[src/fpcc_pkg.sv]
// Shared types, constants and helper functions for the fractional PLL
// coefficient calculator. No dependencies.
package fpcc_pkg;

    localparam int unsigned MCLK_W   = 26;
    localparam int unsigned RATE_W   = 16;
    localparam int unsigned TGT_W    = 30;   // rate * 1024 * 12 stays below 2**30
    localparam int unsigned QUO_W    = 28;   // rounded ratio below 13 * 2**24
    localparam int unsigned FRAC_W   = 24;
    localparam int unsigned NINT_W   = 4;
    localparam int unsigned IDX_W    = 3;
    localparam int unsigned CODE_W   = 3;
    localparam int unsigned OUTHZ_W  = 28;
    localparam int unsigned DIV_STEPS = QUO_W;
    localparam int unsigned CNT_W    = $clog2(DIV_STEPS);

    localparam logic [MCLK_W-1:0] MCLK_MIN_HZ = MCLK_W'(3781000);
    localparam logic [MCLK_W-1:0] MCLK_MAX_HZ = MCLK_W'(32768000);
    localparam logic [NINT_W-1:0] N_MIN       = NINT_W'(6);
    localparam logic [NINT_W-1:0] N_MAX       = NINT_W'(12);
    localparam logic [IDX_W-1:0]  IDX_LAST    = IDX_W'(7);

    // Result status
    localparam logic STATUS_OK  = 1'b0;
    localparam logic STATUS_BAD = 1'b1;

    // Sample rate filter codes
    localparam logic [CODE_W-1:0] FILT_48K = CODE_W'(0);
    localparam logic [CODE_W-1:0] FILT_32K = CODE_W'(1);
    localparam logic [CODE_W-1:0] FILT_22K = CODE_W'(2);
    localparam logic [CODE_W-1:0] FILT_16K = CODE_W'(3);
    localparam logic [CODE_W-1:0] FILT_11K = CODE_W'(4);
    localparam logic [CODE_W-1:0] FILT_8K  = CODE_W'(5);

    typedef enum logic [2:0] {
        ST_IDLE,
        ST_PREP,
        ST_CAND,
        ST_DIV,
        ST_CHECK,
        ST_DONE
    } t_state;

    typedef struct packed {
        logic              valid;
        logic [CODE_W-1:0] code;
    } t_rate_info;

    // Decode a sample rate into its filter code.
    function automatic t_rate_info rate_info(input logic [RATE_W-1:0] rate);
        t_rate_info ri;
        ri.valid = 1'b1;
        unique case (rate) inside
            RATE_W'(8000):  ri.code = FILT_8K;
            RATE_W'(11025): ri.code = FILT_11K;
            RATE_W'(16000): ri.code = FILT_16K;
            RATE_W'(22050): ri.code = FILT_22K;
            RATE_W'(32000): ri.code = FILT_32K;
            RATE_W'(44100),
            RATE_W'(48000): ri.code = FILT_48K;
            default: begin
                ri.valid = 1'b0;
                ri.code  = FILT_48K;
            end
        endcase
        return ri;
    endfunction

    // Target frequency rate * 1024 * ratio for post divider idx.
    // Odd indices use 3*rate (ratios 1.5, 3, 6, 12), even ones rate (1, 2, 4, 8).
    function automatic logic [TGT_W-1:0] target_of(input logic [RATE_W-1:0] rate,
                                                   input logic [IDX_W-1:0]  idx);
        logic [RATE_W+1:0] base;
        logic [31:0]       wide;
        logic [3:0]        sh;
        base = idx[0] ? ({2'b00, rate} + {1'b0, rate, 1'b0}) : {2'b00, rate};
        sh   = (idx[0] ? 4'd9 : 4'd10) + {2'b00, idx[2:1]};
        wide = {{(32-RATE_W-2){1'b0}}, base} << sh;
        return wide[TGT_W-1:0];
    endfunction

endpackage

[src/fractional_pll_coeff_calc.sv]
// Fractional-N PLL coefficient calculator: searches eight post dividers and
// rounds the PLL ratio through a bit-serial restoring divider.
// Depends on fpcc_pkg.
//
// An invalid rate or clock goes from the prepare state straight to done.
// A candidate whose range check fails is skipped in the candidate state;
// one that fits runs the 28-step bit-serial divider and then the check. A
// candidate inside the window always gives N in 6..12, so at most seven
// misses and one division per beat. A new beat is accepted only in idle.
// Reset (i_rst_n low, synchronous) returns the sequencer to idle and empties
// the output register.
module fractional_pll_coeff_calc (
    input  logic        i_clk,
    input  logic        i_rst_n,
    input  logic        i_s_tvalid,
    output logic        o_s_tready,
    input  logic [47:0] i_s_tdata,   // mclk_hz[25:0], fs_hz[41:26], zero pad
    output logic        o_m_tvalid,
    input  logic        i_m_tready,
    output logic [63:0] o_m_tdata,   // pll_int[3:0], pll_frac[27:4], prescale_half[28],
                                     // divider_index[31:29], pll_fout[59:32],
                                     // filter_code[62:60], zero pad
    output logic [0:0]  o_m_tuser    // status[0]
);

    localparam int unsigned MW = fpcc_pkg::MCLK_W;
    localparam int unsigned TW = fpcc_pkg::TGT_W;
    localparam int unsigned QW = fpcc_pkg::QUO_W;

    fpcc_pkg::t_state r_state, n_state;

    // Captured input beat and derived clock multiples
    logic [MW-1:0]                  r_mclk;
    logic [fpcc_pkg::RATE_W-1:0]    r_rate;
    logic [TW-1:0]                  r_m3, r_m6, r_m13;
    logic                           r_in_ok;
    logic [fpcc_pkg::CODE_W-1:0]    r_code;

    // Candidate search
    logic [fpcc_pkg::IDX_W-1:0]     r_idx;
    logic [TW-1:0]                  r_target;
    logic                           r_half;
    logic                           r_found;

    // Bit-serial divider: remainder and a shift register that starts with the
    // low dividend bits and fills with quotient bits from the right
    logic [MW-1:0]                  r_rem;
    logic [QW-1:0]                  r_quo;
    logic [fpcc_pkg::CNT_W-1:0]     r_cnt;

    // Output register
    logic                           r_m_valid;
    logic [63:0]                    r_m_data;
    logic                           r_m_status;

    // Handshake and sequencing strobes
    logic s_accept, load_out;

    // Combinational datapath
    fpcc_pkg::t_rate_info           ri;
    logic [TW-1:0]                  cand_target;
    logic                           cand_fit, cand_half;
    logic [55:0]                    dividend;
    logic [MW:0]                    trial, trial_diff;
    logic                           trial_ge;
    logic [fpcc_pkg::NINT_W-1:0]    quo_int;
    logic                           quo_ok;
    logic                           idx_last, div_last;

    assign s_accept = i_s_tvalid && o_s_tready;

    // Prepare: rate decode; the clock multiples for the range checks are registered
    assign ri = fpcc_pkg::rate_info(r_rate);

    // Candidate: target, range test and dividend (target << (24+half)) + mclk/2.
    // mclk/2 stays below 2**24, so it fills the zero low bits without carry.
    assign cand_target = fpcc_pkg::target_of(r_rate, r_idx);
    assign cand_fit    = (cand_target >= r_m3) && (cand_target < r_m13);
    assign cand_half   = cand_target < r_m6;
    assign dividend    = (cand_half ? ({26'd0, cand_target} << 25)
                                    : ({26'd0, cand_target} << 24))
                       | {31'd0, r_mclk[MW-1:1]};

    // One restoring step per cycle
    assign trial      = {r_rem, r_quo[QW-1]};
    assign trial_diff = trial - {1'b0, r_mclk};
    assign trial_ge   = trial >= {1'b0, r_mclk};

    assign quo_int  = r_quo[QW-1:fpcc_pkg::FRAC_W];
    assign quo_ok   = (quo_int >= fpcc_pkg::N_MIN) && (quo_int <= fpcc_pkg::N_MAX);
    assign idx_last = r_idx == fpcc_pkg::IDX_LAST;
    assign div_last = r_cnt == fpcc_pkg::CNT_W'(fpcc_pkg::DIV_STEPS - 1);

    // Next state
    always_comb begin
        n_state = r_state;
        unique case (r_state)
            fpcc_pkg::ST_IDLE: begin
                if (i_s_tvalid) n_state = fpcc_pkg::ST_PREP;
            end
            fpcc_pkg::ST_PREP: begin
                if (ri.valid && r_mclk >= fpcc_pkg::MCLK_MIN_HZ
                        && r_mclk <= fpcc_pkg::MCLK_MAX_HZ) begin
                    n_state = fpcc_pkg::ST_CAND;
                end else begin
                    n_state = fpcc_pkg::ST_DONE;
                end
            end
            fpcc_pkg::ST_CAND: begin
                if (cand_fit)      n_state = fpcc_pkg::ST_DIV;
                else if (idx_last) n_state = fpcc_pkg::ST_DONE;
            end
            fpcc_pkg::ST_DIV: begin
                if (div_last) n_state = fpcc_pkg::ST_CHECK;
            end
            fpcc_pkg::ST_CHECK: begin
                if (quo_ok || idx_last) n_state = fpcc_pkg::ST_DONE;
                else                    n_state = fpcc_pkg::ST_CAND;
            end
            fpcc_pkg::ST_DONE: begin
                if (!r_m_valid || i_m_tready) n_state = fpcc_pkg::ST_IDLE;
            end
            default: n_state = fpcc_pkg::ST_IDLE;
        endcase
    end

    // Sequencer outputs
    always_comb begin
        o_s_tready = 1'b0;
        load_out   = 1'b0;
        unique case (r_state)
            fpcc_pkg::ST_IDLE: o_s_tready = 1'b1;
            fpcc_pkg::ST_DONE: load_out   = !r_m_valid || i_m_tready;
            default: ;
        endcase
    end

    always_ff @(posedge i_clk) begin
        if (!i_rst_n) begin
            r_state <= fpcc_pkg::ST_IDLE;
        end else begin
            r_state <= n_state;
        end
    end

    // Datapath
    always_ff @(posedge i_clk) begin
        if (s_accept) begin
            r_mclk <= i_s_tdata[MW-1:0];
            r_rate <= i_s_tdata[MW+fpcc_pkg::RATE_W-1:MW];
        end
        unique case (r_state)
            fpcc_pkg::ST_PREP: begin
                r_m3    <= {3'd0, r_mclk, 1'b0} + {4'd0, r_mclk};
                r_m6    <= {3'd0, r_mclk, 1'b0} + {4'd0, r_mclk} + {3'd0, r_mclk, 1'b0}
                         + {4'd0, r_mclk};
                r_m13   <= {1'b0, r_mclk, 3'd0} + {2'd0, r_mclk, 2'd0} + {4'd0, r_mclk};
                r_in_ok <= ri.valid;
                r_code  <= ri.code;
                r_idx   <= '0;
                r_found <= 1'b0;
            end
            fpcc_pkg::ST_CAND: begin
                r_target <= cand_target;
                r_half   <= cand_half;
                r_rem    <= dividend[53:QW];
                r_quo    <= dividend[QW-1:0];
                r_cnt    <= '0;
                // Advance past a divider whose target is out of range
                if (!cand_fit && !idx_last) r_idx <= r_idx + 1'b1;
            end
            fpcc_pkg::ST_DIV: begin
                r_rem <= trial_ge ? trial_diff[MW-1:0] : trial[MW-1:0];
                r_quo <= {r_quo[QW-2:0], trial_ge};
                r_cnt <= r_cnt + 1'b1;
            end
            fpcc_pkg::ST_CHECK: begin
                if (quo_ok)         r_found <= 1'b1;
                else if (!idx_last) r_idx   <= r_idx + 1'b1;
            end
            default: ;
        endcase
    end

    // Output register: hold a waiting beat, load a new one when free
    always_ff @(posedge i_clk) begin
        if (!i_rst_n) begin
            r_m_valid <= 1'b0;
        end else if (load_out) begin
            r_m_valid <= 1'b1;
        end else if (i_m_tready) begin
            r_m_valid <= 1'b0;
        end
        if (load_out) begin
            // Drop every field to zero unless a divider was found
            if (r_found && r_in_ok) begin
                r_m_status <= fpcc_pkg::STATUS_OK;
                r_m_data   <= {1'b0, r_code, r_target[TW-1:2], r_idx, r_half,
                               r_quo[fpcc_pkg::FRAC_W-1:0], quo_int};
            end else begin
                r_m_status <= fpcc_pkg::STATUS_BAD;
                r_m_data   <= '0;
            end
        end
    end

    assign o_m_tvalid   = r_m_valid;
    assign o_m_tdata    = r_m_data;
    assign o_m_tuser[0] = r_m_status;

endmodule

[config.mk]
export PLATFORM = sky130hd
export DESIGN_NAME = fractional_pll_coeff_calc
export DESIGN_NICKNAME = d
export VERILOG_FILES = /design/src/fpcc_pkg.sv /design/src/fractional_pll_coeff_calc.sv
export SDC_FILE = /design/constraint.sdc
export NUM_CORES = 1
export LEC_CHECK = 0
export ABC_AREA = 1
export CAP_MARGIN = 25
export CORE_MARGIN = 2
export CORE_UTILIZATION = 45
export CTS_BUF_LIST = sky130_fd_sc_hd__clkbuf_16
export DETAILED_ROUTE_END_ITERATION = 10
export DONT_BUFFER_PORTS = 1
export SLEW_MARGIN = 20
export SYNTH_ARGS = -nofsm -noshare
export SYNTH_HDL_FRONTEND = slang
export SYNTH_SLANG_ARGS = --single-unit
[constraint.sdc]
create_clock -name i_clk -period 10.75 [get_ports i_clk]
set_clock_uncertainty 0.1 [all_clocks]
set_input_delay 0.5375 -clock i_clk [delete_from_list [all_inputs] [get_ports i_clk]]
set_output_delay 0.5375 -clock i_clk [all_outputs]
set_load 0.005 [all_outputs]
==> results_dict.tcl <==
set metrics [dict create \
    outcome "complete, no violations" \
    tightest_slew_ps 1010 \
    antenna_left 0 \
    grt_start_max_net_pins 83 \
    synthMuxAreaShare 0 \
    synthXorXnorAreaFrac 0.0450 \
    cap_violations 0 \
    final_area_um2 23100 \
    synth_top_area_frac 0.398 \
    clockRootBuffer "clkbuf_16" \
    grt_pass1_wl_mm 85.0 \
    overflow 0 \
    initial_utilization 0.458 \
    viasPerCell 5.34 \
    cts_made_buffers 35 \
    first_iter_violations 990 \
    ys_seq_area_frac 0.402 \
    synth_top_family_by_area "adder cells" \
    yosys.area_share.simple 0.152 \
    cts_tree "built" \
    grt_use_total 0.229 \
    timing.final.crit_share 0.639 \
    synth.distinct_cells 58 \
    syn_to_final_growth_pct 11.2 \
    n_antenna_cell 0 \
    hpwl_mm 40.9 \
    drcViolationCount 0 \
    ios 119 \
    syn_area_per_cell_um2 9.21 \
    crit_arrival_ps 7050 \
    first_global_vias 15326 \
    min_period_ps 6870 \
    core_area_um2 45500 \
    routedWlPerCell_um 18.3 \
    clockBufferDepth 3 \
    layout.cells.non_filler 2941 \
    vias 15696 \
    rsz0062_at_grt "false" \
    worstSkewPairLatency_ps 550 \
    dr.pass1.iters 5 \
    dieArea_um2 48000 \
    setup_violations 0 \
    endpoint_kind "flop" \
    synth_common_cells "369 x nand2_1, 337 x inv_1, 276 x edfxtp_1, 262 x ha_1, 177 x nor2_1" \
    h-tree-depth 2 \
    netlist_top_cells_area "edfxtp_1 40%, ha_1 16%, nand2_1 6.7%" \
    die_width_um 219 \
    maxSlewViolCount 0 \
    yosysTopAreaCell "edfxtp_1" \
    synth_ff_type "edfxtp_1" \
    placed_cell_area_um2 21500 \
    synthMostInstantiatedCell "nand2_1" \
    fmax_mhz 146 \
    syn_area_um2 20800 \
    fin_util 0.509 \
    path_max_fanout 23 \
    final_nets 2683 \
    synth_edf_count 276 \
    cts_setup_buffers 0 \
    critPathKind "reg2reg" \
    finalSetupTns_ps 0 \
    startpoint "r_idx[0]" \
    drive_gt1_frac 0.0525 \
    synth_compound_area_frac 0.117 \
    port_buffers 0 \
    synth_adder_area_share 0.210 \
    reg2reg_from "r_idx[0]" \
    yosys_register_bits 280 \
    hold-path-cell-count 2 \
    cts_hold_buffers 43 \
    r2r_cells 18 \
    syn_inst 2259 \
    cts.sinks 280 \
    wl_mm 53.8 \
    placementRows 78 \
    dp.cells 2832 \
    hold_path_class "in2reg" \
    ys_async_sr_fraction 0 \
    timing.slew.headroom 0.316 \
    crit_required_ps 10940 \
    finalHoldViolations 0 \
    start_kind "flop" \
    antenna_found_initial 0 \
    place_congestion 0.883 \
    cts_resized 0 \
    clk_pin_slew_ps 60 \
    ys_warn_count 0 \
    hold_start "i_rst_n" \
    fp.dieH_um 219 \
]
routing by layer:
layer  share of wire  wire length, um  track usage
met5               0                0            0
met2            0.47            25400        0.386
met1            0.46            24500        0.308
met4           0.027             1450       0.0700
met3           0.044             2380       0.0267
state kept, by name, indices dropped and copies added, names as in the netlist, 5 cells and up:
signal     count
r_cnt          5
r_target      22
r_m13         30
r_mclk        26
r_quo         28
r_rem         26
r_rate        16
o_m_tdata     57
r_m6          29
r_m3          27
cell families (layout without fill, tap and decap cells):
| group | after synthesis | in the layout |
|---|---|---|
| compound gates | 423 | 423 |
| xor+xnor | 107 | 107 |
| fa+ha+maj | 317 | 317 |
| buf+inv | 395 | 471 |
| flops | 280 | 280 |
| other cells | 1 | 7 |
| simple gates | 736 | 736 |
critical path: stages (launching register included):
cell       delay (ps)
edfxtp_1          740
ha_1              280
inv_1              60
fa_1              870
inv_1             490
nand3_1           230
nand3_1            80
nand2_1           390
ha_1              330
nand2_1            70
inv_1              40
o21ai_0           150
a21oi_1            90
a2111oi_0         650
nand3_1           800
inv_1             820
nand3_1           140
o211ai_1          170
nand2_1            90
cell type report:
type	instances	area, um2
clock inverters	28	255
fillers	4282	22300
well taps	600	751
inverters	349	1310
clock buffers	36	901
repair buffers	58	583
multi-input cells	1590	11000
flip-flops and latches	280	8370
metrics by stage:
stage	hold WS (ps)	worst slack (ps)
global placement	435	3900
global route	46.8	3360
CTS	22.3	3950
detailed placement	432	3960
floorplan	419	2450
finish	50.7	3880
layout by cell type, fill, tap and decap left out, types with 5 or more instances in the layout:
master,count
inv_1,343
clkbuf_16,36
fa_1,55
a21oi_1,154
nand2_1,367
o21ai_0,134
buf_4,13
nand3_1,90
clkinv_1,10
edfxtp_1,276
o21ai_1,29
a31oi_1,9
nor2_1,177
nor3_1,16
o211ai_1,31
ha_1,262
a211oi_1,5
nor4_1,8
o21bai_1,7
nand3_2,11
nand4_1,38
xor2_1,64
conb_1,7
xnor2_1,43
o21a_1,5
dlygate4sd3_1,43
inv_2,9
a21o_1,10
nand2_2,5
a21oi_2,11
final timing paths:
path	slack, ps	end
setup reg to reg	3880	r_rem[24]
setup / recovery	3880	r_rem[24]
hold reg to reg	440	o_m_tdata[52]
hold / removal	50	o_m_tvalid
Power is not shown: default switching activity piles up to over one toggle a cycle in this logic, so the estimate is an artifact.
